File: config.mk
export PLATFORM = sky130hd
export DESIGN_NAME = rotor_encoder_speed_meter
export DESIGN_NICKNAME = d
export VERILOG_FILES = /design/src/rtl/core/resm_pkg.sv /design/src/rtl/core/resm_mul.sv /design/src/rtl/core/resm_div.sv /design/src/rtl/core/rotor_encoder_speed_meter.sv
export VERILOG_INCLUDE_DIRS = /design/src /design/src/rtl/core
export SDC_FILE = /design/constraint.sdc
export NUM_CORES = 2
export LEC_CHECK = 0
export CORE_MARGIN = 2
export CORE_UTILIZATION = 29
export CTS_CLUSTER_DIAMETER = 120
export DETAILED_ROUTE_END_ITERATION = 10
export DONT_BUFFER_PORTS = 1
export GPL_TIMING_DRIVEN = 0
export PLACE_DENSITY = 0.45
export SYNTH_ARGS = -nofsm -noshare
export SYNTH_HDL_FRONTEND = slang
export SYNTH_SLANG_ARGS = --single-unit
File: constraint.sdc
create_clock -name clk -period 13.8 [get_ports clk]
set_input_delay 4.14 -clock clk [delete_from_list [all_inputs] [get_ports clk]]
set_output_delay 4.14 -clock clk [all_outputs]
set_load 0.01 [all_outputs]
File: src/rtl/core/rotor_encoder_speed_meter_defines.svh
// Assertion helpers shared by the speed meter modules.
// Both expect signals named clk and rst_n in the enclosing module.
`ifndef ROTOR_ENCODER_SPEED_METER_DEFINES_SVH
`define ROTOR_ENCODER_SPEED_METER_DEFINES_SVH

// Same-cycle implication, idle during reset.
`define RESM_ASSERT(lbl, ante, cons, msg) \
  lbl: assert property (@(posedge clk) disable iff (!rst_n) (ante) |-> (cons)) \
    else $error(msg);

// Next-cycle implication, idle during reset.
`define RESM_ASSERT_NEXT(lbl, ante, cons, msg) \
  lbl: assert property (@(posedge clk) disable iff (!rst_n) (ante) |=> (cons)) \
    else $error(msg);

`endif

File: src/rtl/core/resm_pkg.sv
package resm_pkg;

  localparam int unsigned MUL_A_W = 32;
  localparam int unsigned MUL_B_W = 24;
  localparam int unsigned MUL_P_W = MUL_A_W + MUL_B_W;

  localparam int unsigned REM_W   = 57;
  localparam int unsigned DVD_W   = 64;
  localparam int unsigned DVS_W   = 56;
  localparam int unsigned QUOT_W  = 35;
  localparam int unsigned STEP_W  = 6;

  localparam logic [MUL_B_W-1:0] MS_PER_MIN   = 24'd60000;
  localparam logic [MUL_B_W-1:0] MDEG_PER_REV = 24'd360000;
  localparam logic [MUL_B_W-1:0] CRPM_SCALE   = 24'd6000000;
  localparam logic [23:0]        RPM_MAX      = 24'hFFFFFF;

  localparam logic [STEP_W-1:0]  ANGLE_STEPS  = 6'd35;
  localparam logic [STEP_W-1:0]  RPM_STEPS    = 6'd24;

  localparam logic [15:0] GEAR_RESET   = 16'd100;
  localparam logic [15:0] PULSES_RESET = 16'd4096;

  localparam logic REG_GEAR   = 1'b0;
  localparam logic REG_PULSES = 1'b1;

  typedef enum logic [3:0] {
    ST_IDLE,
    ST_CPR,
    ST_TIME,
    ST_ANGLE_MUL,
    ST_DELTA,
    ST_ANGLE_DIV,
    ST_SUM_LO,
    ST_SUM_HI,
    ST_DEN,
    ST_RPM_CHK,
    ST_RPM_DIV,
    ST_DONE
  } state_t;

  typedef struct packed {
    logic              start;
    logic [REM_W-1:0]  rem;
    logic [DVD_W-1:0]  dvd;
    logic [DVS_W-1:0]  dvs;
    logic [STEP_W-1:0] steps;
  } div_cmd_t;

  typedef struct packed {
    logic              busy;
    logic              done;
    logic [QUOT_W-1:0] quot;
  } div_stat_t;

endpackage

File: src/rtl/core/resm_mul.sv
module resm_mul (
  input  logic                          clk,
  input  logic [resm_pkg::MUL_A_W-1:0]  a,
  input  logic [resm_pkg::MUL_B_W-1:0]  b,
  output logic [resm_pkg::MUL_P_W-1:0]  prod_r
);

  always_ff @(posedge clk) begin
    prod_r <= resm_pkg::MUL_P_W'(a) * resm_pkg::MUL_P_W'(b);
  end

endmodule

File: src/rtl/core/resm_div.sv
`include "rotor_encoder_speed_meter_defines.svh"

module resm_div (
  input  logic                clk,
  input  logic                rst_n,
  input  resm_pkg::div_cmd_t  cmd,
  output resm_pkg::div_stat_t stat
);

  logic                          busy_r;
  logic                          done_r;
  logic [resm_pkg::STEP_W-1:0]   cnt_r;
  logic [resm_pkg::REM_W-1:0]    p_r;
  logic [resm_pkg::DVD_W-1:0]    dvd_r;
  logic [resm_pkg::DVS_W-1:0]    dvs_r;
  logic [resm_pkg::QUOT_W-1:0]   q_r;

  logic [resm_pkg::REM_W-1:0]    p_sh;
  logic [resm_pkg::REM_W-1:0]    p_nxt;
  logic                          ge;

  // One restoring step: bring in the next dividend bit, subtract if it fits.
  always_comb begin
    p_sh  = {p_r[resm_pkg::REM_W-2:0], dvd_r[resm_pkg::DVD_W-1]};
    ge    = p_sh >= {1'b0, dvs_r};
    p_nxt = ge ? (p_sh - {1'b0, dvs_r}) : p_sh;
  end

  always_ff @(posedge clk) begin
    if (!rst_n) begin
      busy_r <= 1'b0;
      done_r <= 1'b0;
      cnt_r  <= '0;
    end else begin
      done_r <= 1'b0;
      if (cmd.start) begin
        busy_r <= 1'b1;
        cnt_r  <= cmd.steps;
      end else if (busy_r) begin
        cnt_r <= cnt_r - 1'b1;
        if (cnt_r == resm_pkg::STEP_W'(1)) begin
          busy_r <= 1'b0;
          done_r <= 1'b1;
        end
      end
    end
  end

  always_ff @(posedge clk) begin
    if (cmd.start) begin
      p_r   <= cmd.rem;
      dvd_r <= cmd.dvd;
      dvs_r <= cmd.dvs;
      q_r   <= '0;
    end else if (busy_r) begin
      p_r   <= p_nxt;
      dvd_r <= {dvd_r[resm_pkg::DVD_W-2:0], 1'b0};
      q_r   <= {q_r[resm_pkg::QUOT_W-2:0], ge};
    end
  end

  assign stat.busy = busy_r;
  assign stat.done = done_r;
  assign stat.quot = q_r;

  `RESM_ASSERT(a_div_no_restart, cmd.start, !busy_r, "divider restarted while busy")
  `RESM_ASSERT(a_div_rem_bound, busy_r, p_r < {1'b0, dvs_r}, "remainder not below divisor")
  `RESM_ASSERT_NEXT(a_div_done_idle, busy_r && cnt_r == resm_pkg::STEP_W'(1), done_r && !busy_r,
                    "divider did not finish on its last step")

endmodule

File: src/rtl/core/rotor_encoder_speed_meter.sv
// Rotor encoder speed meter.
// Input channel (in_valid / in_stall): one rotor sample per item, a minute,
// a millisecond count and an absolute encoder count. Result channel
// (out_valid / out_stall): one item per sample with the time in ms, the
// angle in millidegrees and, every WINDOW samples, the speed in centi-rpm.
// Configuration: cfg_we writes gear_ratio (index 0) or encoder_pulses
// (index 1) from cfg_wdata; write only while no sample is in flight.
// Datapath: one shared 32x24 multiplier and one bit-per-cycle restoring
// divider do all the arithmetic. A sample that does not close a window
// runs 35 angle division steps; a sample that closes one with a positive
// interval and an unsaturated speed runs another 24 division steps for the
// speed; with zero counts per revolution both divisions are skipped.
// in_stall is high from acceptance until the result is registered, so a
// new sample is taken only after the last one has finished.
// A result waits in the output register while out_stall is high; the next
// sample is still accepted and processed, and it holds in its last step
// until the output register frees up.
// Reset (rst_n low, synchronous) restores gear_ratio 100, encoder_pulses
// 4096 and clears the previous count, the window sum, start time and tally.
`include "rotor_encoder_speed_meter_defines.svh"

module rotor_encoder_speed_meter #(
  parameter int unsigned WINDOW = 50
) (
  input  logic        clk,
  input  logic        rst_n,

  input  logic        cfg_we,
  input  logic        cfg_index,
  input  logic [15:0] cfg_wdata,

  input  logic        in_valid,
  output logic        in_stall,
  input  logic [7:0]  in_sample_minute,
  input  logic [15:0] in_sample_msec,
  input  logic [15:0] in_encoder_count,

  output logic        out_valid,
  input  logic        out_stall,
  output logic [23:0] out_time_ms,
  output logic [34:0] out_angle_mdeg,
  output logic [23:0] out_rpm_centi,
  output logic        out_rpm_valid,
  output logic        out_bad_interval
);

  resm_pkg::state_t state_r, state_nxt;

  logic [15:0] gear_r, pulses_r;
  logic [15:0] last_count_r;
  logic [39:0] dsum_r;
  logic [23:0] wstart_r;
  logic [7:0]  tally_r;

  logic [7:0]  min_r;
  logic [15:0] msec_r;
  logic [15:0] count_r;
  logic [31:0] cpr_r;
  logic [23:0] time_r;
  logic [39:0] rsum_r;
  logic        close_r;
  logic        rpm_go_r;
  logic        bad_r;
  logic [23:0] dt_r;
  logic [42:0] lo_r;
  logic [63:0] num_r;
  logic [34:0] angle_r;
  logic [23:0] rpm_r;

  logic        out_valid_r;
  logic [23:0] out_time_ms_r;
  logic [34:0] out_angle_mdeg_r;
  logic [23:0] out_rpm_centi_r;
  logic        out_rpm_valid_r;
  logic        out_bad_interval_r;

  logic [resm_pkg::MUL_A_W-1:0] mul_a;
  logic [resm_pkg::MUL_B_W-1:0] mul_b;
  logic [resm_pkg::MUL_P_W-1:0] prod;
  resm_pkg::div_cmd_t           div_cmd;
  resm_pkg::div_stat_t          div_stat;

  logic        accept;
  logic        slot_free;
  logic        cpr_zero;
  logic        rpm_sat;
  logic [16:0] diff;
  logic [32:0] wrapped;
  logic [31:0] udelta;
  logic [40:0] sum_raw;
  logic [39:0] sum_sat;
  logic [39:0] udelta_sum;
  logic [8:0]  tally_inc;
  logic        close;
  logic [24:0] dt_s;
  logic        dt_pos;

  resm_mul u_mul (
    .clk    (clk),
    .a      (mul_a),
    .b      (mul_b),
    .prod_r (prod)
  );

  resm_div u_div (
    .clk   (clk),
    .rst_n (rst_n),
    .cmd   (div_cmd),
    .stat  (div_stat)
  );

  assign accept    = in_valid && !in_stall;
  assign in_stall  = (state_r != resm_pkg::ST_IDLE);
  assign slot_free = !out_valid_r || !out_stall;
  assign cpr_zero  = (cpr_r == '0);
  assign rpm_sat   = {16'b0, num_r[63:24]} >= prod;

  // Encoder delta, window sum and window close, used in the delta step.
  always_comb begin
    diff    = {1'b0, count_r} - {1'b0, last_count_r};
    wrapped = {{16{diff[16]}}, diff} + {1'b0, cpr_r};
    if (!diff[16]) begin
      udelta = {16'b0, diff[15:0]};
    end else if (!wrapped[32]) begin
      udelta = wrapped[31:0];
    end else begin
      udelta = '0;
    end
    sum_raw    = {1'b0, dsum_r} + {9'b0, udelta};
    sum_sat    = sum_raw[40] ? {40{1'b1}} : sum_raw[39:0];
    udelta_sum = {8'b0, udelta};
    tally_inc  = {1'b0, tally_r} + 9'd1;
    close      = tally_inc >= 9'(WINDOW);
    dt_s       = {1'b0, time_r} - {1'b0, wstart_r};
    dt_pos     = !dt_s[24] && (dt_s != '0);
  end

  always_comb begin
    state_nxt = state_r;
    unique case (state_r)
      resm_pkg::ST_IDLE:      if (in_valid) state_nxt = resm_pkg::ST_CPR;
      resm_pkg::ST_CPR:       state_nxt = resm_pkg::ST_TIME;
      resm_pkg::ST_TIME:      state_nxt = resm_pkg::ST_ANGLE_MUL;
      resm_pkg::ST_ANGLE_MUL: state_nxt = resm_pkg::ST_DELTA;
      resm_pkg::ST_DELTA:
        state_nxt = cpr_zero ? resm_pkg::ST_DONE : resm_pkg::ST_ANGLE_DIV;
      resm_pkg::ST_ANGLE_DIV:
        if (div_stat.done) begin
          state_nxt = rpm_go_r ? resm_pkg::ST_SUM_LO : resm_pkg::ST_DONE;
        end
      resm_pkg::ST_SUM_LO:    state_nxt = resm_pkg::ST_SUM_HI;
      resm_pkg::ST_SUM_HI:    state_nxt = resm_pkg::ST_DEN;
      resm_pkg::ST_DEN:       state_nxt = resm_pkg::ST_RPM_CHK;
      resm_pkg::ST_RPM_CHK:
        state_nxt = rpm_sat ? resm_pkg::ST_DONE : resm_pkg::ST_RPM_DIV;
      resm_pkg::ST_RPM_DIV:   if (div_stat.done) state_nxt = resm_pkg::ST_DONE;
      resm_pkg::ST_DONE:      if (slot_free) state_nxt = resm_pkg::ST_IDLE;
      default:                state_nxt = resm_pkg::ST_IDLE;
    endcase
  end

  // Operand selection for the shared multiplier and divider.
  always_comb begin
    mul_a         = '0;
    mul_b         = '0;
    div_cmd       = '0;
    unique case (state_r)
      resm_pkg::ST_CPR: begin
        mul_a = {16'b0, gear_r};
        mul_b = {8'b0, pulses_r};
      end
      resm_pkg::ST_TIME: begin
        mul_a = {24'b0, min_r};
        mul_b = resm_pkg::MS_PER_MIN;
      end
      resm_pkg::ST_ANGLE_MUL: begin
        mul_a = {16'b0, count_r};
        mul_b = resm_pkg::MDEG_PER_REV;
      end
      resm_pkg::ST_DELTA: begin
        div_cmd.start = !cpr_zero;
        div_cmd.rem   = '0;
        div_cmd.dvd   = {prod[34:0], 29'b0};
        div_cmd.dvs   = {24'b0, cpr_r};
        div_cmd.steps = resm_pkg::ANGLE_STEPS;
      end
      resm_pkg::ST_SUM_LO: begin
        mul_a = {12'b0, rsum_r[19:0]};
        mul_b = resm_pkg::CRPM_SCALE;
      end
      resm_pkg::ST_SUM_HI: begin
        mul_a = {12'b0, rsum_r[39:20]};
        mul_b = resm_pkg::CRPM_SCALE;
      end
      resm_pkg::ST_DEN: begin
        mul_a = cpr_r;
        mul_b = dt_r;
      end
      resm_pkg::ST_RPM_CHK: begin
        // Quotient fits 24 bits here, so the top of the numerator is the
        // starting remainder and only the low 24 bits are shifted in.
        div_cmd.start = !rpm_sat;
        div_cmd.rem   = {17'b0, num_r[63:24]};
        div_cmd.dvd   = {num_r[23:0], 40'b0};
        div_cmd.dvs   = prod;
        div_cmd.steps = resm_pkg::RPM_STEPS;
      end
      default: begin
        mul_a = '0;
      end
    endcase
  end

  always_ff @(posedge clk) begin
    if (!rst_n) begin
      state_r      <= resm_pkg::ST_IDLE;
      gear_r       <= resm_pkg::GEAR_RESET;
      pulses_r     <= resm_pkg::PULSES_RESET;
      last_count_r <= '0;
      dsum_r       <= '0;
      wstart_r     <= '0;
      tally_r      <= '0;
      out_valid_r  <= 1'b0;
    end else begin
      state_r <= state_nxt;
      if (cfg_we) begin
        unique case (cfg_index)
          resm_pkg::REG_GEAR:   gear_r   <= cfg_wdata;
          resm_pkg::REG_PULSES: pulses_r <= cfg_wdata;
          default:              gear_r   <= gear_r;
        endcase
      end
      if (state_r == resm_pkg::ST_DELTA) begin
        last_count_r <= count_r;
        if (close) begin
          dsum_r   <= udelta_sum;
          wstart_r <= time_r;
          tally_r  <= '0;
        end else begin
          dsum_r  <= sum_sat;
          tally_r <= tally_inc[7:0];
        end
      end
      if (state_r == resm_pkg::ST_DONE && slot_free) begin
        out_valid_r <= 1'b1;
      end else if (!out_stall) begin
        out_valid_r <= 1'b0;
      end
    end
  end

  always_ff @(posedge clk) begin
    if (accept) begin
      min_r   <= in_sample_minute;
      msec_r  <= in_sample_msec;
      count_r <= in_encoder_count;
    end
    unique case (state_r)
      resm_pkg::ST_TIME:      cpr_r  <= prod[31:0];
      resm_pkg::ST_ANGLE_MUL: time_r <= prod[23:0] + {8'b0, msec_r};
      resm_pkg::ST_DELTA: begin
        rsum_r   <= sum_sat;
        close_r  <= close;
        rpm_go_r <= close && dt_pos;
        bad_r    <= close && !dt_pos;
        dt_r     <= dt_s[23:0];
        angle_r  <= '0;
        rpm_r    <= '0;
      end
      resm_pkg::ST_ANGLE_DIV: if (div_stat.done) angle_r <= div_stat.quot;
      resm_pkg::ST_SUM_HI:    lo_r  <= prod[42:0];
      resm_pkg::ST_DEN:       num_r <= {1'b0, prod[42:0], 20'b0} + {21'b0, lo_r};
      resm_pkg::ST_RPM_CHK:   if (rpm_sat) rpm_r <= resm_pkg::RPM_MAX;
      resm_pkg::ST_RPM_DIV:   if (div_stat.done) rpm_r <= div_stat.quot[23:0];
      default:                lo_r <= lo_r;
    endcase
    if (state_r == resm_pkg::ST_DONE && slot_free) begin
      out_time_ms_r      <= time_r;
      out_angle_mdeg_r   <= angle_r;
      out_rpm_centi_r    <= rpm_r;
      out_rpm_valid_r    <= close_r;
      out_bad_interval_r <= bad_r;
    end
  end

  assign out_valid        = out_valid_r;
  assign out_time_ms      = out_time_ms_r;
  assign out_angle_mdeg   = out_angle_mdeg_r;
  assign out_rpm_centi    = out_rpm_centi_r;
  assign out_rpm_valid    = out_rpm_valid_r;
  assign out_bad_interval = out_bad_interval_r;

  `RESM_ASSERT(a_tally_bound, 1'b1, tally_r < 8'(WINDOW), "window tally reached WINDOW")
  `RESM_ASSERT(a_rpm_zero_open, out_valid_r && !out_rpm_valid_r, out_rpm_centi_r == '0,
               "speed nonzero without a closed window")
  `RESM_ASSERT(a_bad_closed, out_valid_r && out_bad_interval_r,
               out_rpm_valid_r && out_rpm_centi_r == '0, "bad interval with speed or open window")
  `RESM_ASSERT_NEXT(a_result_posted, state_r == resm_pkg::ST_DONE && slot_free, out_valid_r,
                    "finished sample not posted")
  `RESM_ASSERT(a_div_idle, state_r == resm_pkg::ST_IDLE, !div_stat.busy,
               "divider busy with no sample in flight")

endmodule
After elaboration in Yosys (flattened, before gate mapping)
Index checks and enable logic that the tools add are counted.
Widths: inputs -> output; s select.

operators by class
  eq/ne operators = 18
  reduce and logical (&&, ||, !) cells = 28
  shift operators = 0
  bitwise logic cells = 3
  add/sub/neg operators = 9
  divide/modulo/power cells = 0
  $mul = 1
  muxes and demuxes = 34
  $lt $le $gt $ge = 3

operators with widths
  operator            count
  $pmux 184 s2        1
  $pmux 32 s6         1
  $mux 56             3
  $mux 64             2
  $pmux 24 s5         1
  $mux 40             2
  $pmux 24 s3         1
  $pmux 35 s2         1
  $add 63x43->64      1
  $mux 32             2
  $ge 57x56->1        1
  $ge 40x56->1        1
  $mul 32x24->56      1
  $sub 56x56->56      1
  $mux 24             2
  $pmux 4 s12         1
  $add 40x32->41      1
  $mux 35             1
  $add 33x32->33      1
  $logic_not 32->1    1
  $reduce_bool 25->1  1
  $sub 24x24->25      1
  $add 24x16->24      1
  $mux 4              6
  27 further kinds    61

word-level totals
  ROM bits = 0
  flip-flop bits (word level) = 814
  output and inout bits = 87
  memories = 0
  bits in latches = 0
  word-level logic and storage cells = 131
  bits in writable memories = 0
  input port bits = 62

Depth between registers and ports, before layout
  depth after elaboration = 7
  mapped depth = 35
  gate-level depth less buffers = 32

Cells and area by module
From an unflattened synthesis, not the netlist that was laid out.

second synthesis, totals
  cells, all modules = 7040
  area, all modules = 68388.1 um^2

by module, submodules not included
  module                     instances  area each (um^2)  cells an instance  seq. area each (um^2)
  rotor_encoder_speed_meter  1          29995.0           3004               14934.3
  resm_mul                   1          26110.0           2903               1121.1
  resm_div                   1          12283.0           1133               6145.9

Worst setup path before layout
No wires, ideal clock.

  path type = reg-to-reg
  start point = register state_r[1]
  end point = register u_mul.prod_r[37] (netlist name)
  required time = 13.694 ns
  setup slack = 3.334 ns
  path buffers = 2
  cell stages (with the launch flop) = 29
  data arrival time = 10.360 ns
  clock period less this slack = 10.466 ns
  setup time = 0.106 ns
  cells stage by stage = dfxtp_1 clkbuf_1 nand2b_1 nor3_1 a22oi_1 nand3_1 clkbuf_1 nand2_1 fa_1 inv_1 fa_1 inv_1 fa_1 inv_1 fa_1 fa_1 fa_1 inv_1 fa_1 inv_1 ha_1 nand2_1 or3_1 o221a_2 o21ai_0 a21oi_1 o21ai_0 or4b_2 o311ai_0

between the ends
  longest elaborated chain between the ends = 4
  elaborated cells between the ends (all ways) = 10
  classes of those cells = mul: 1; eq/ne: 6; mux: 2; reduce/logical: 1

ends and longest elaborated chain
  element                    line                              RTL
  start, declared            rotor_encoder_speed_meter.sv:47   resm_pkg::state_t state_r, state_nxt;
  start signal, assigned     rotor_encoder_speed_meter.sv:216  state_r <= resm_pkg::ST_IDLE;
  start signal, assigned     rotor_encoder_speed_meter.sv:225  state_r <= state_nxt;
  $eq 4x3->1                 rotor_encoder_speed_meter.sv:167  unique case (state_r)
  $reduce_or 2->1 (no line)  -
  $pmux 24 s5                rotor_encoder_speed_meter.sv:167
  $mul 32x24->56 (*)         resm_mul.sv:9                     prod_r <= resm_pkg::MUL_P_W'(a) * resm_pkg::MUL_P_W'(b);
  end signal, assigned       resm_mul.sv:9
  end, declared              resm_mul.sv:5                     output logic [resm_pkg::MUL_P_W-1:0] prod_r

Mark *: on every way between the ends. The rest lies on a longest branch, timed or not.
A chain may end at the register's enable or synchronous reset.

Worst setup path in the final report
  start point = register state_r[2]
  end point = register u_mul.prod_r[55] (netlist name)

The elaborated chain is that of the path after synthesis.

==> impl_metrics.ini <==
[grt]
grt_pass1_vias = 50200
grtUsageTotal_pct = 21.1
grt_overflow_total = 0
grt_pass1_wl_um = 348000
grt_max_degree = 66
antenna_found_initial = 8

[power_and_ir_drop]
p_int_mw = 6.22
power_frac_clock_pct = 22.7
max-vdd-ir-drop_uv = 94.1
switching_power_mw = 5.07
p_per_area_nw_per_um2 = 157
power_frac_comb_pct = 47.8
leakagePower_nw = 29.9
seqPwrFrac_pct = 29.5
swShare_pct = 44.9

[run]
max-cap-violations = 0

[synthesis]
ys_ff_latch = 785
synth-edff-count = 561
yosys_warnings = 0
synth_cell_type_count = 86
syn_nets = 7905
synth.avg_cell_area_um2 = 9.54
seq_area_frac_synth_pct = 33.1
synthesis.area_um2 = 64400
synthFlopType = edfxtp_1
async_flop_share_pct = 0
synthesis.instances = 6753

[floorplanning]
io_pins = 149
die_w_um = 475
die-area_um2 = 226000
core_um2 = 221000
rows = 173
start_util_pct = 29.1
die_h_um = 475

[worst_setup_path]
ff2ff_path_depth = 30
cp-end-kind = flop
cp_data_required_time_ps = 14410
cp_common_cell = fa_1
path_buf_inv = 10
cpPeakStageDelay_ps = 980
crit_path_start_kind = flop
rrSetupSlack_ps = 2180
cpMaxStageDelayCell = nor3_1
rr_endpoint = u_mul.prod_r[55]
timing.rr.start = state_r[2]
worstPathArrival_ps = 12230
crit_family = adder cells
worst-setup-path-type = reg2reg
worst-path-max-fanout = 10

[min_path]
hp-class = reg2reg
hold_start = rpm_r[23]
min_path_cells = 0
holdPathEnd = out_rpm_centi[23]

[detailed_routing]
wl_um = 240000
vias_per_cell = 4.97
ant_nets = 0
route.detailed.drc = 0
routed-via-count = 49300
wl_per_cell_um = 24.2
firstDrtPassIters = 9
drt-initial-drc-count = 4249

[clocking]
cts_resized = 0
cts_buffer_depth = 3
clockRootBuffer = clkbuf_16
cts_tree = built
cts_hold_buf = 0
cts.sinks = 785
clk_latency_ps = 740
cts_max_level = 3
cts-buffers-inserted = 91
postCtsSetupBuffers = 0
cts.clk_slew.worst_paths_ps = 60

[sta]
period_share_pct = 84.2
max_freq_mhz = 86.1
setup_ws_ps = 2180
drv_slew = 0
slew_headroom_pct = 4.48
rsz0062_at_grt = false
setup_viol = 0
fin_worst_skew_ps = 78.8
hold_violations = 0
worst_slew_pin_slew_ps = 1430
period_minus_slack_ps = 11620

[placed_design]
dp_hpwl_um = 194000
dp_worst_setup_slack_ps = 2270
numPortBuffers = 0
place_congestion = 0.929

[finish]
final_util_pct = 32.4
register_area_um2 = 21300
num-fill-cells = 23000
multi_input_area_um2 = 38400
syn_to_final_growth_pct = 11.4
fin_nets = 8018
drive_above_1_share_pct = 3.53

[outcome]
outcome = complete, no violations
[cell families (layout without fill, tap and decap cells)]
logic type | count (synthesis) | in the layout | share of synthesized area (%)
buf+inv | 1247 | 1439 | 7.33
fa+ha+maj | 1090 | 1090 | 28.9
flops | 785 | 785 | 33.1
mux | 75 | 75 | 1.17
simple gates | 2168 | 2168 | 14.7
xor+xnor | 247 | 247 | 3.36
other cells | 0 | 3 | 0
compound gates | 1141 | 1141 | 11.4
[worst max path at each step]
| stage | start | end | slack (ps) | cells after the start |
|---|---|---|---|---|
| floorplan | state_r[1] | u_mul.prod_r[37] | 3330 | 28 |
| global placement | state_r[1] | u_mul.prod_r[55] | -1960 | 28 |
| detailed placement | state_r[2] | u_mul.prod_r[55] | 2270 | 30 |
| CTS | state_r[2] | u_mul.prod_r[55] | 2310 | 30 |
| global route | state_r[2] | u_mul.prod_r[54] | 1780 | 32 |
| finish | state_r[2] | u_mul.prod_r[55] | 2180 | 30 |
[cell usage in the layout, fill, tap and decap left out, types with 131 or more instances in the layout]
master,n
nand2_1,963
inv_1,949
fa_1,665
nor2_1,624
edfxtp_1,561
ha_1,425
a21oi_1,334
clkbuf_1,279
o21ai_0,237
dfxtp_1,224
xnor2_1,173
a21o_1,131
[routing by layer]
| metal | track usage [%] | vias up | wire (um) |
|---|---|---|---|
| met4 | 6.98 | 0 | 8760 |
| met1 | 28.7 | 24700 | 106000 |
| met5 | 0 | - | 0 |
| li1 | - | 22600 | - |
| met2 | 34.2 | 1669 | 109000 |
| met3 | 3.27 | 320 | 16000 |
[worst reg2reg max path: cells and delay by family, from the launching register on]
kind / cells / cell delay (ps)
AOI/OAI and AO/OA: 6 / 2580
xor gates and xnor gates: 1 / 130
adders and majority gates: 8 / 4200
buffers and inverters: 10 / 2500
DFF: 1 / 300
and+or+nand+nor: 5 / 1870
[synth_stat cells, drive strengths merged, types with 74 or more instances]
cell,number,share of area (%)
clkbuf,269,1.6
nand3,87,0.68
fa,665,21
ha,425,8.3
and2,83,0.81
o21ai,245,1.9
nor2,626,3.7
nand2,966,5.6
inv,950,5.5
xnor2,173,2.4
edfxtp,561,26
dfxtp,224,7.0
a21oi,337,2.6
and3,94,0.91
xor2,74,1.0
a21o,131,1.5
[flip-flops by register name, indices dropped and copies added, names as in the netlist, 35 cells and up]
signal	count
u_div.dvd_r	35
rsum_r	40
dsum_r	40
num_r	64
u_div.p_r	56
u_mul.prod_r	56
u_div.dvs_r	56
angle_r	35
u_div.q_r	35
out_angle_mdeg	35
lo_r	43
[metrics by stage]
step / TNS, ps / hold WS (ps) / instances / area [um^2] / total power [mW]
after floorplan: 0 / 400 / 6753 / 64400 / 6.62
after global placement: -41680 / 402 / 9728 / 68100 / 8.70
after detailed placement: 0 / 405 / 9748 / 68600 / 8.72
after CTS: 0 / 388 / 9920 / 71800 / 11.3
after global routing: 0 / 409 / 9922 / 71800 / 12.0
final: 0 / 401 / 9923 / 71800 / 11.3
[layout make-up]
cell class / instances / share of cell area [%]
Antenna cell: 3 / 0.0105
Buffer: 295 / 1.62
Clock buffer: 121 / 3.56
Clock inverter: 51 / 0.924
Inverter: 952 / 4.98
Multi-Input combinational cell: 4721 / 53.5
Sequential cell: 785 / 29.7
Tap cell: 2975 / 5.19
Timing Repair Buffer: 20 / 0.479
[power by group through the flow]
| stage | logic, mW | registers (mW) | clock network [mW] |
|---|---|---|---|
| final | 5.40 | 3.33 | 2.57 |
| after global routing | 5.91 | 3.35 | 2.72 |
| after CTS | 5.38 | 3.33 | 2.62 |
| after detailed placement | 5.34 | 3.38 | 0 |
| after global placement | 5.29 | 3.41 | 0 |
| after floorplan | 3.46 | 3.16 | 0 |
(Power assumes the default switching activity.)
